[config.mk]
export PLATFORM = sky130hd
export DESIGN_NAME = deadline_timer_queue
export DESIGN_NICKNAME = d
export VERILOG_FILES = /design/src/rtl/dtq_pkg.sv /design/src/rtl/deadline_timer_queue.sv /design/src/rtl/dtq_datapath.sv /design/src/rtl/dtq_ctrl.sv
export VERILOG_INCLUDE_DIRS = /design/src /design/src/rtl
export SDC_FILE = /design/constraint.sdc
export NUM_CORES = 2
export LEC_CHECK = 0
export CORE_ASPECT_RATIO = 0.7
export CORE_MARGIN = 2
export CORE_UTILIZATION = 60
export CTS_CLUSTER_DIAMETER = 120
export DETAILED_ROUTE_END_ITERATION = 10
export DONT_BUFFER_PORTS = 1
export PLACE_DENSITY = 0.76
export SLEW_MARGIN = 10
export SYNTH_ARGS = -nofsm -noshare
export SYNTH_HDL_FRONTEND = slang
export SYNTH_SLANG_ARGS = --single-unit
[constraint.sdc]
create_clock -name clk_i -period 8.34 [get_ports clk_i]
set_input_delay 0.417 -clock clk_i [delete_from_list [all_inputs] [get_ports clk_i]]
set_output_delay 0.417 -clock clk_i [all_outputs]
set_load 0.05 [all_outputs]
[src/rtl/deadline_timer_queue_assert.svh]
// Assertion macros used by the timer queue datapath.
// Expects clk_i and rst_ni in the scope of every use.
`ifndef DEADLINE_TIMER_QUEUE_ASSERT_SVH
`define DEADLINE_TIMER_QUEUE_ASSERT_SVH

// The consequent must hold in the same cycle as the antecedent.
`define DTQ_ASSERT_NOW(lbl, ante, cons, msg) \
  lbl: assert property (@(posedge clk_i) disable iff (!rst_ni) (ante) |-> (cons)) \
    else $error(msg);

// The consequent must hold in the cycle after the antecedent.
`define DTQ_ASSERT_NEXT(lbl, ante, cons, msg) \
  lbl: assert property (@(posedge clk_i) disable iff (!rst_ni) (ante) |=> (cons)) \
    else $error(msg);

`endif

[src/rtl/dtq_pkg.sv]
// Shared types and constants of the deadline timer queue.
// Used by dtq_ctrl, dtq_datapath and deadline_timer_queue; depends on nothing.
package dtq_pkg;

  localparam int SLOTS = 16;
  localparam int IDX_W = $clog2(SLOTS);
  localparam int CNT_W = $clog2(SLOTS + 1);
  localparam int ID_W = 4;
  localparam int TIME_W = 64;
  localparam int DELAY_W = 32;
  localparam int S_DATA_W = 136;
  localparam int M_DATA_W = 40;

  typedef enum logic [1:0] {
    REQ_ENQUEUE = 2'd0,
    REQ_DEQUEUE = 2'd1,
    REQ_TICK    = 2'd2,
    REQ_IGNORED = 2'd3
  } req_type_e;

  localparam logic KIND_FIRED = 1'b0;
  localparam logic KIND_DELAY = 1'b1;

  typedef struct packed {
    logic load;
    logic ptr_clr;
    logic ptr_inc;
    logic insert;
    logic remove;
    logic pop_fire;
    logic ld_diff;
    logic emit_delay;
  } dtq_cmd_t;

  typedef struct packed {
    req_type_e req;
    logic      ins_ok;
    logic      rem_ok;
    logic      ptr_end;
    logic      le_when;
    logic      le_now;
    logic      hit;
    logic      empty;
    logic      out_free;
  } dtq_sts_t;

endpackage

[src/rtl/deadline_timer_queue.sv]
// Channel   Dir  Contents
// s_axis    in   tuser = req_type; tdata = timer_id, deadline, now
// m_axis    out  tuser = result_kind; tlast = last_result; tdata = fired_timer, next_delay
// config    in   wake_limit_we_i, wake_limit_i
// An item is loaded and decoded; an enqueue then walks past each queued timer at or before
// the new deadline and places it, then emits one fired word per expired timer and the delay
// word; a dequeue walks the entries ahead of the timer and removes it.
// A tick emits the fired words and the delay word; a stalled output holds those words.
// Reset clears the queue and sets the wake limit to 0x7FFFFFFF; no clearing pass is needed.
// Top level of the timer queue; depends on dtq_pkg, dtq_ctrl and dtq_datapath.
module deadline_timer_queue (
  input  logic                         clk_i,
  input  logic                         rst_ni,
  input  logic                         s_axis_tvalid,
  output logic                         s_axis_tready,
  input  logic [dtq_pkg::S_DATA_W-1:0] s_axis_tdata,  // timer_id, deadline, now
  input  logic [1:0]                   s_axis_tuser,  // req_type
  output logic                         m_axis_tvalid,
  input  logic                         m_axis_tready,
  output logic [dtq_pkg::M_DATA_W-1:0] m_axis_tdata,  // fired_timer, next_delay, zero pad
  output logic                         m_axis_tuser,  // result_kind
  output logic                         m_axis_tlast,
  input  logic                         wake_limit_we_i,
  input  logic [dtq_pkg::DELAY_W-1:0]  wake_limit_i
);

  dtq_pkg::dtq_cmd_t           cmd;
  dtq_pkg::dtq_sts_t           sts;
  logic [dtq_pkg::ID_W-1:0]    fired;
  logic [dtq_pkg::DELAY_W-1:0] delay;

  dtq_ctrl u_ctrl (
    .clk_i      (clk_i),
    .rst_ni     (rst_ni),
    .in_valid_i (s_axis_tvalid),
    .in_ready_o (s_axis_tready),
    .sts_i      (sts),
    .cmd_o      (cmd)
  );

  dtq_datapath u_datapath (
    .clk_i       (clk_i),
    .rst_ni      (rst_ni),
    .in_data_i   (s_axis_tdata),
    .in_req_i    (s_axis_tuser),
    .wl_we_i     (wake_limit_we_i),
    .wl_data_i   (wake_limit_i),
    .cmd_i       (cmd),
    .sts_o       (sts),
    .out_valid_o (m_axis_tvalid),
    .out_ready_i (m_axis_tready),
    .out_kind_o  (m_axis_tuser),
    .out_fired_o (fired),
    .out_delay_o (delay),
    .out_last_o  (m_axis_tlast)
  );

  assign m_axis_tdata = {4'b0000, delay, fired};

endmodule

[src/rtl/dtq_datapath.sv]
// Datapath of the timer queue: deadline store, sorted id list, walk pointer,
// wake limit register and output register. Depends on dtq_pkg and the assert header.
`include "deadline_timer_queue_assert.svh"

module dtq_datapath (
  input  logic                          clk_i,
  input  logic                          rst_ni,
  input  logic [dtq_pkg::S_DATA_W-1:0]  in_data_i,
  input  logic [1:0]                    in_req_i,
  input  logic                          wl_we_i,
  input  logic [dtq_pkg::DELAY_W-1:0]   wl_data_i,
  input  dtq_pkg::dtq_cmd_t             cmd_i,
  output dtq_pkg::dtq_sts_t             sts_o,
  output logic                          out_valid_o,
  input  logic                          out_ready_i,
  output logic                          out_kind_o,
  output logic [dtq_pkg::ID_W-1:0]      out_fired_o,
  output logic [dtq_pkg::DELAY_W-1:0]   out_delay_o,
  output logic                          out_last_o
);

  logic [dtq_pkg::TIME_W-1:0]  dl_q [dtq_pkg::SLOTS];
  logic [dtq_pkg::IDX_W-1:0]   order_q [dtq_pkg::SLOTS];
  logic [dtq_pkg::SLOTS-1:0]   queued_q;
  logic [dtq_pkg::CNT_W-1:0]   cnt_q;
  logic [dtq_pkg::CNT_W-1:0]   ptr_q;
  logic [dtq_pkg::DELAY_W-1:0] wl_q;
  logic [1:0]                  req_q;
  logic [dtq_pkg::ID_W-1:0]    id_q;
  logic [dtq_pkg::TIME_W-1:0]  when_q;
  logic [dtq_pkg::TIME_W-1:0]  now_q;
  logic [dtq_pkg::TIME_W-1:0]  diff_q;
  logic                        out_valid_q;
  logic                        out_kind_q;
  logic [dtq_pkg::ID_W-1:0]    out_fired_q;
  logic [dtq_pkg::DELAY_W-1:0] out_delay_q;
  logic                        out_last_q;

  logic [dtq_pkg::IDX_W-1:0]   idx;
  logic [dtq_pkg::IDX_W-1:0]   rd_id;
  logic [dtq_pkg::TIME_W-1:0]  rd_dl;
  logic                        id_ok;
  logic                        out_free;
  logic [dtq_pkg::DELAY_W-1:0] delay_val;

  assign idx      = dtq_pkg::IDX_W'(id_q);
  assign rd_id    = order_q[ptr_q[dtq_pkg::IDX_W-1:0]];
  assign rd_dl    = dl_q[rd_id];
  assign id_ok    = dtq_pkg::CNT_W'(id_q) < dtq_pkg::CNT_W'(dtq_pkg::SLOTS);
  assign out_free = !out_valid_q || out_ready_i;

  always_comb begin
    if (cnt_q == '0) begin
      delay_val = wl_q;
    end else if (diff_q[dtq_pkg::TIME_W-1:dtq_pkg::DELAY_W] == '0 &&
                 diff_q[dtq_pkg::DELAY_W-1:0] < wl_q) begin
      delay_val = diff_q[dtq_pkg::DELAY_W-1:0];
    end else begin
      delay_val = wl_q;
    end
  end

  always_comb begin
    sts_o.req      = dtq_pkg::req_type_e'(req_q);
    sts_o.ins_ok   = id_ok && !queued_q[idx] &&
                     (cnt_q < dtq_pkg::CNT_W'(dtq_pkg::SLOTS));
    sts_o.rem_ok   = id_ok && queued_q[idx];
    sts_o.ptr_end  = ptr_q == cnt_q;
    sts_o.le_when  = rd_dl <= when_q;
    sts_o.le_now   = rd_dl <= now_q;
    sts_o.hit      = rd_id == idx;
    sts_o.empty    = cnt_q == '0;
    sts_o.out_free = out_free;
  end

  always_ff @(posedge clk_i) begin
    if (cmd_i.load) begin
      req_q  <= in_req_i;
      id_q   <= in_data_i[dtq_pkg::ID_W-1:0];
      when_q <= in_data_i[dtq_pkg::ID_W +: dtq_pkg::TIME_W];
      now_q  <= in_data_i[dtq_pkg::ID_W+dtq_pkg::TIME_W +: dtq_pkg::TIME_W];
    end
    if (cmd_i.ld_diff) begin
      diff_q <= rd_dl - now_q;
    end
    if (cmd_i.insert) begin
      dl_q[idx] <= when_q;
      for (int i = 1; i < dtq_pkg::SLOTS; i++) begin
        if (dtq_pkg::CNT_W'(i) > ptr_q) begin
          order_q[i] <= order_q[i-1];
        end
      end
      order_q[ptr_q[dtq_pkg::IDX_W-1:0]] <= idx;
    end else if (cmd_i.remove) begin
      for (int i = 0; i < dtq_pkg::SLOTS - 1; i++) begin
        if (dtq_pkg::CNT_W'(i) >= ptr_q) begin
          order_q[i] <= order_q[i+1];
        end
      end
    end else if (cmd_i.pop_fire) begin
      for (int i = 0; i < dtq_pkg::SLOTS - 1; i++) begin
        order_q[i] <= order_q[i+1];
      end
    end
    if (cmd_i.pop_fire) begin
      out_kind_q  <= dtq_pkg::KIND_FIRED;
      out_fired_q <= dtq_pkg::ID_W'(order_q[0]);
      out_delay_q <= '0;
      out_last_q  <= 1'b0;
    end else if (cmd_i.emit_delay) begin
      out_kind_q  <= dtq_pkg::KIND_DELAY;
      out_fired_q <= '0;
      out_delay_q <= delay_val;
      out_last_q  <= 1'b1;
    end
  end

  always_ff @(posedge clk_i or negedge rst_ni) begin
    if (!rst_ni) begin
      queued_q    <= '0;
      cnt_q       <= '0;
      ptr_q       <= '0;
      wl_q        <= 32'h7FFF_FFFF;
      out_valid_q <= 1'b0;
    end else begin
      if (wl_we_i) begin
        wl_q <= wl_data_i;
      end
      if (cmd_i.ptr_clr) begin
        ptr_q <= '0;
      end else if (cmd_i.ptr_inc) begin
        ptr_q <= ptr_q + 1'b1;
      end
      if (cmd_i.insert) begin
        queued_q[idx] <= 1'b1;
        cnt_q         <= cnt_q + 1'b1;
      end else if (cmd_i.remove) begin
        queued_q[idx] <= 1'b0;
        cnt_q         <= cnt_q - 1'b1;
      end else if (cmd_i.pop_fire) begin
        queued_q[order_q[0]] <= 1'b0;
        cnt_q                <= cnt_q - 1'b1;
      end
      if (cmd_i.pop_fire || cmd_i.emit_delay) begin
        out_valid_q <= 1'b1;
      end else if (out_ready_i) begin
        out_valid_q <= 1'b0;
      end
    end
  end

  assign out_valid_o = out_valid_q;
  assign out_kind_o  = out_kind_q;
  assign out_fired_o = out_fired_q;
  assign out_delay_o = out_delay_q;
  assign out_last_o  = out_last_q;

  `DTQ_ASSERT_NOW(a_count_bound, 1'b1, cnt_q <= dtq_pkg::CNT_W'(dtq_pkg::SLOTS), "count overflow")
  `DTQ_ASSERT_NOW(a_count_flags, 1'b1, $countones(queued_q) == 32'(cnt_q), "flags and count disagree")
  `DTQ_ASSERT_NOW(a_pop_nonempty, cmd_i.pop_fire, cnt_q != '0 && out_free, "pop from empty queue")
  `DTQ_ASSERT_NEXT(a_emit_valid, cmd_i.pop_fire || cmd_i.emit_delay, out_valid_q, "word not presented")

endmodule

[src/rtl/dtq_ctrl.sv]
// Controller state machine of the timer queue: sequences the sorted walk,
// insertion, removal, expiry and delay report. Depends on dtq_pkg.
module dtq_ctrl (
  input  logic              clk_i,
  input  logic              rst_ni,
  input  logic              in_valid_i,
  output logic              in_ready_o,
  input  dtq_pkg::dtq_sts_t sts_i,
  output dtq_pkg::dtq_cmd_t cmd_o
);

  typedef enum logic [3:0] {
    ST_IDLE,
    ST_DECODE,
    ST_FIND,
    ST_INSERT,
    ST_LOCATE,
    ST_REMOVE,
    ST_EXPIRE,
    ST_DIFF,
    ST_REPORT
  } state_e;

  state_e state_q;
  state_e state_d;

  always_comb begin
    state_d    = state_q;
    cmd_o      = '0;
    in_ready_o = 1'b0;
    unique case (state_q)
      ST_IDLE: begin
        in_ready_o = 1'b1;
        if (in_valid_i) begin
          cmd_o.load = 1'b1;
          state_d    = ST_DECODE;
        end
      end
      ST_DECODE: begin
        cmd_o.ptr_clr = 1'b1;
        unique case (sts_i.req)
          dtq_pkg::REQ_ENQUEUE: state_d = sts_i.ins_ok ? ST_FIND : ST_EXPIRE;
          dtq_pkg::REQ_DEQUEUE: state_d = sts_i.rem_ok ? ST_LOCATE : ST_IDLE;
          dtq_pkg::REQ_TICK:    state_d = ST_EXPIRE;
          default:              state_d = ST_IDLE;
        endcase
      end
      ST_FIND: begin
        if (sts_i.ptr_end || !sts_i.le_when) begin
          state_d = ST_INSERT;
        end else begin
          cmd_o.ptr_inc = 1'b1;
        end
      end
      ST_INSERT: begin
        cmd_o.insert  = 1'b1;
        cmd_o.ptr_clr = 1'b1;
        state_d       = ST_EXPIRE;
      end
      ST_LOCATE: begin
        if (sts_i.hit) begin
          state_d = ST_REMOVE;
        end else begin
          cmd_o.ptr_inc = 1'b1;
        end
      end
      ST_REMOVE: begin
        cmd_o.remove = 1'b1;
        state_d      = ST_IDLE;
      end
      ST_EXPIRE: begin
        if (!sts_i.empty && sts_i.le_now) begin
          cmd_o.pop_fire = sts_i.out_free;
        end else begin
          state_d = ST_DIFF;
        end
      end
      ST_DIFF: begin
        cmd_o.ld_diff = 1'b1;
        state_d       = ST_REPORT;
      end
      ST_REPORT: begin
        if (sts_i.out_free) begin
          cmd_o.emit_delay = 1'b1;
          state_d          = ST_IDLE;
        end
      end
      default: state_d = ST_IDLE;
    endcase
  end

  always_ff @(posedge clk_i or negedge rst_ni) begin
    if (!rst_ni) begin
      state_q <= ST_IDLE;
    end else begin
      state_q <= state_d;
    end
  end

endmodule
==> results.cfg <==
[grt]
grt_pass1_vias = 34820
grt_pass1_wl_um = 226000
track_usage_pct = 29.90
antenna_found_initial = 16
grt_overflow_total = 0
grt_max_degree = 67

[worst_hold_path]
hold_end = u_datapath.wl_q[1]
hold_class = in -> reg
holdPathStages = 3
holdCritStartpoint = wake_limit_we_i

[cells_and_area]
areaGrowthSynthToFinish_pct = 13.54
drive_gt1_share_pct = 17.11
final_cell_mix = 1,290 x edfxtp_1, 277 x mux4_2, 240 x nand2_1
finalInstanceArea_um2 = 68430
fin_nets = 4332
mostFrequentLayoutCell = edfxtp_1
instances_no_fill = 5431

[drt]
postRouteAntennaNets = 0
detail_route.iter0.violations = 4905
via_count = 35220
drc = 0
routed_wl_um = 153400
first_pass_iters = 8
vias_per_cell = 6.485
wl_per_cell_um = 28.24

[floorplanning]
ios = 219
dieArea_um2 = 103000
rows = 97
die_h_um = 269.2
core_um2 = 99760
fp.dieW_um = 382.8
initial_core_util_pct = 60.41

[sta]
max_slew_margin_pct = 20.12
fmax_mhz = 131.3
setup_viol = 0
slew_violations = 0
timing.final.crit_share_pct = 91.30
period_minus_slack_ns = 7.614
worst_pin_slew_ns = 1.198
rsz0062_at_grt = false
tns_ns = 0
finClkSkew_ns = 0.02983
finalHoldViolCount = 0

[placement]
dpl-instance-area_um2 = 62170
placedCellCount = 4979
portBuffers = 0
hpwl_um = 94890
place_congestion = 0.9800

[worst_setup_path]
path_class = reg -> reg
r2r_end = u_datapath.order_q[13][2]
ff2ff_setup_slack_ns = 0.73
cp.arrival_ns = 8.00
cp.required_ns = 8.72
timing.rr.start = u_datapath.ptr_q[1]
cp-end-kind = flop
reg2reg_depth = 18
cp-start-kind = flop
crit_start = u_datapath.ptr_q[1]
cp_max_fo = 46

[clock_tree]
cts-root-buf = clkbuf_16
htreeDepth = 4
clockBufferDepth = 3
cts_setup_buffers = 0
clock_sinks = 1386
clk_pin_slew_ns = 0.06
cts_buffers = 130
clock_latency_ns = 0.77
cts_tree = done

[yosys]
syn_area_um2 = 60270
yosysWarnings = 0
ys_seq_area_share_pct = 68.05
synth_cell_types = 69
ys.flop_type = edfxtp_1
ys_ff_latch = 1386
synth_edf_count = 1290
avgSynthCellArea_um2 = 16.20
syn_inst = 3721
async_flop_share_pct = 4.545

[run]
maxCapViolations = 0

[status]
status = completed
==> logic make-up after synthesis <==
kind of cell,Yosys count,synth area share [%]
mux,480,13.96
compound gates,638,6.462
simple gates,592,4.389
other cells,1,0.006222
flops,1386,68.05
xor+xnor,72,1.046
buf+inv,384,2.576
fa+ha+maj,168,3.512
==> critical path: stages, from the launching register on <==
cell       delay [ns]
dfrtp_1          0.75
mux4_2           0.63
mux4_4           0.93
buf_12           0.32
mux4_2           0.52
mux2_2           0.30
nand2_1          0.08
o21ai_1          0.39
ha_1             0.54
a21o_1           0.24
nand3b_1         0.16
a221o_1          0.39
a21bo_2          0.23
a21oi_1          0.26
o2111ai_1        0.31
a221oi_4         0.48
buf_12           0.22
nor2_1           0.06
o21ai_0          0.32
==> registers in the layout, summed over array words and instances, names as in the netlist, 5 cells and up <==
| register | cells |
|---|---|
| u_datapath.dl_q | 1024 |
| u_datapath.diff_q | 64 |
| u_datapath.now_q | 64 |
| u_datapath.order_q | 64 |
| u_datapath.when_q | 64 |
| u_datapath.out_delay_o | 32 |
| u_datapath.wl_q | 32 |
| u_datapath.queued_q | 16 |
| u_datapath.cnt_q | 5 |
| u_datapath.ptr_q | 5 |
==> repair_timing <==
item,in CTS,in global routing
endpoints found under the hold margin,231,0
resized for setup,0,0
setup endpoints to repair,0,0
hold buffers,214,0
==> synth_stat cells, drive strengths merged, types with 13 or more instances <==
cell type,count,area share (%)
mux4,281,11
mux2i,124,2.1
edfxtp,1290,64
a21o,77,0.96
nand2,240,1.5
xor2,28,0.41
o31a,25,0.36
buf,63,0.58
o21a,18,0.22
nor2,160,1.0
dfrtp,32,1.3
nand4,42,0.44
ha,166,3.4
dfxtp,33,1.1
o21bai,16,0.20
xnor2,44,0.64
and3,13,0.13
dfstp,31,1.4
nor2b,16,0.17
nor3,24,0.20
o21ai,189,1.6
clkbuf,117,0.73
a31oi,17,0.18
a211oi,15,0.19
a21oi,168,1.4
o22ai,57,0.59
nand3,40,0.33
inv,204,1.3
nor4,15,0.16
mux2,75,1.4
==> routing by layer <==
metal / vias up / global-route usage [%] / share of wire (%)
li1: 15110 / - / -
met1: 17700 / 45.34 / 41
met2: 2120 / 43.41 / 44
met3: 284 / 8.278 / 12
met4: 16 / 7.501 / 2.3
met5: - / 0 / 0.064
==> area by class of cell <==
class / count / area [um2]
timing repair buffer: 313 / 3000
tap: 1336 / 1672
sequential: 1386 / 41010
multi-input combinational: 1954 / 17890
clock buffer: 171 / 3533
antenna: 5 / 12.51
fill: 6321 / 31330
inverter: 204 / 765.7
clock inverter: 62 / 549.3
==> how the worst max path moves through the flow <==
stage                                end  slack, ns  cells after the start
2_1_floorplan   u_datapath.order_q[1][0]       2.28                     23
3_5_place_dp   u_datapath.order_q[13][2]       0.83                     18
3_3_place_gp   u_datapath.order_q[13][2]       0.89                     19
6_report       u_datapath.order_q[13][2]       0.73                     18
4_1_cts        u_datapath.order_q[13][3]       0.79                     18
5_1_grt         u_datapath.order_q[0][2]       0.33                     19
==> through the flow <==
step | hold slack (ns) | util (%) | setup WS, ns
finish | 0.03468 | 68.60 | 0.7256
global route | 0.03052 | 68.58 | 0.3284
CTS | 0.002404 | 68.58 | 0.7873
detailed placement | 0.1295 | 62.32 | 0.8286
global placement | 0.1285 | 62.32 | 0.8939
floorplan | 0.1214 | - | 2.278
Power is left out: the tool's default activity adds up to more than one toggle a clock period on the data nets, which glitch-free logic cannot reach.
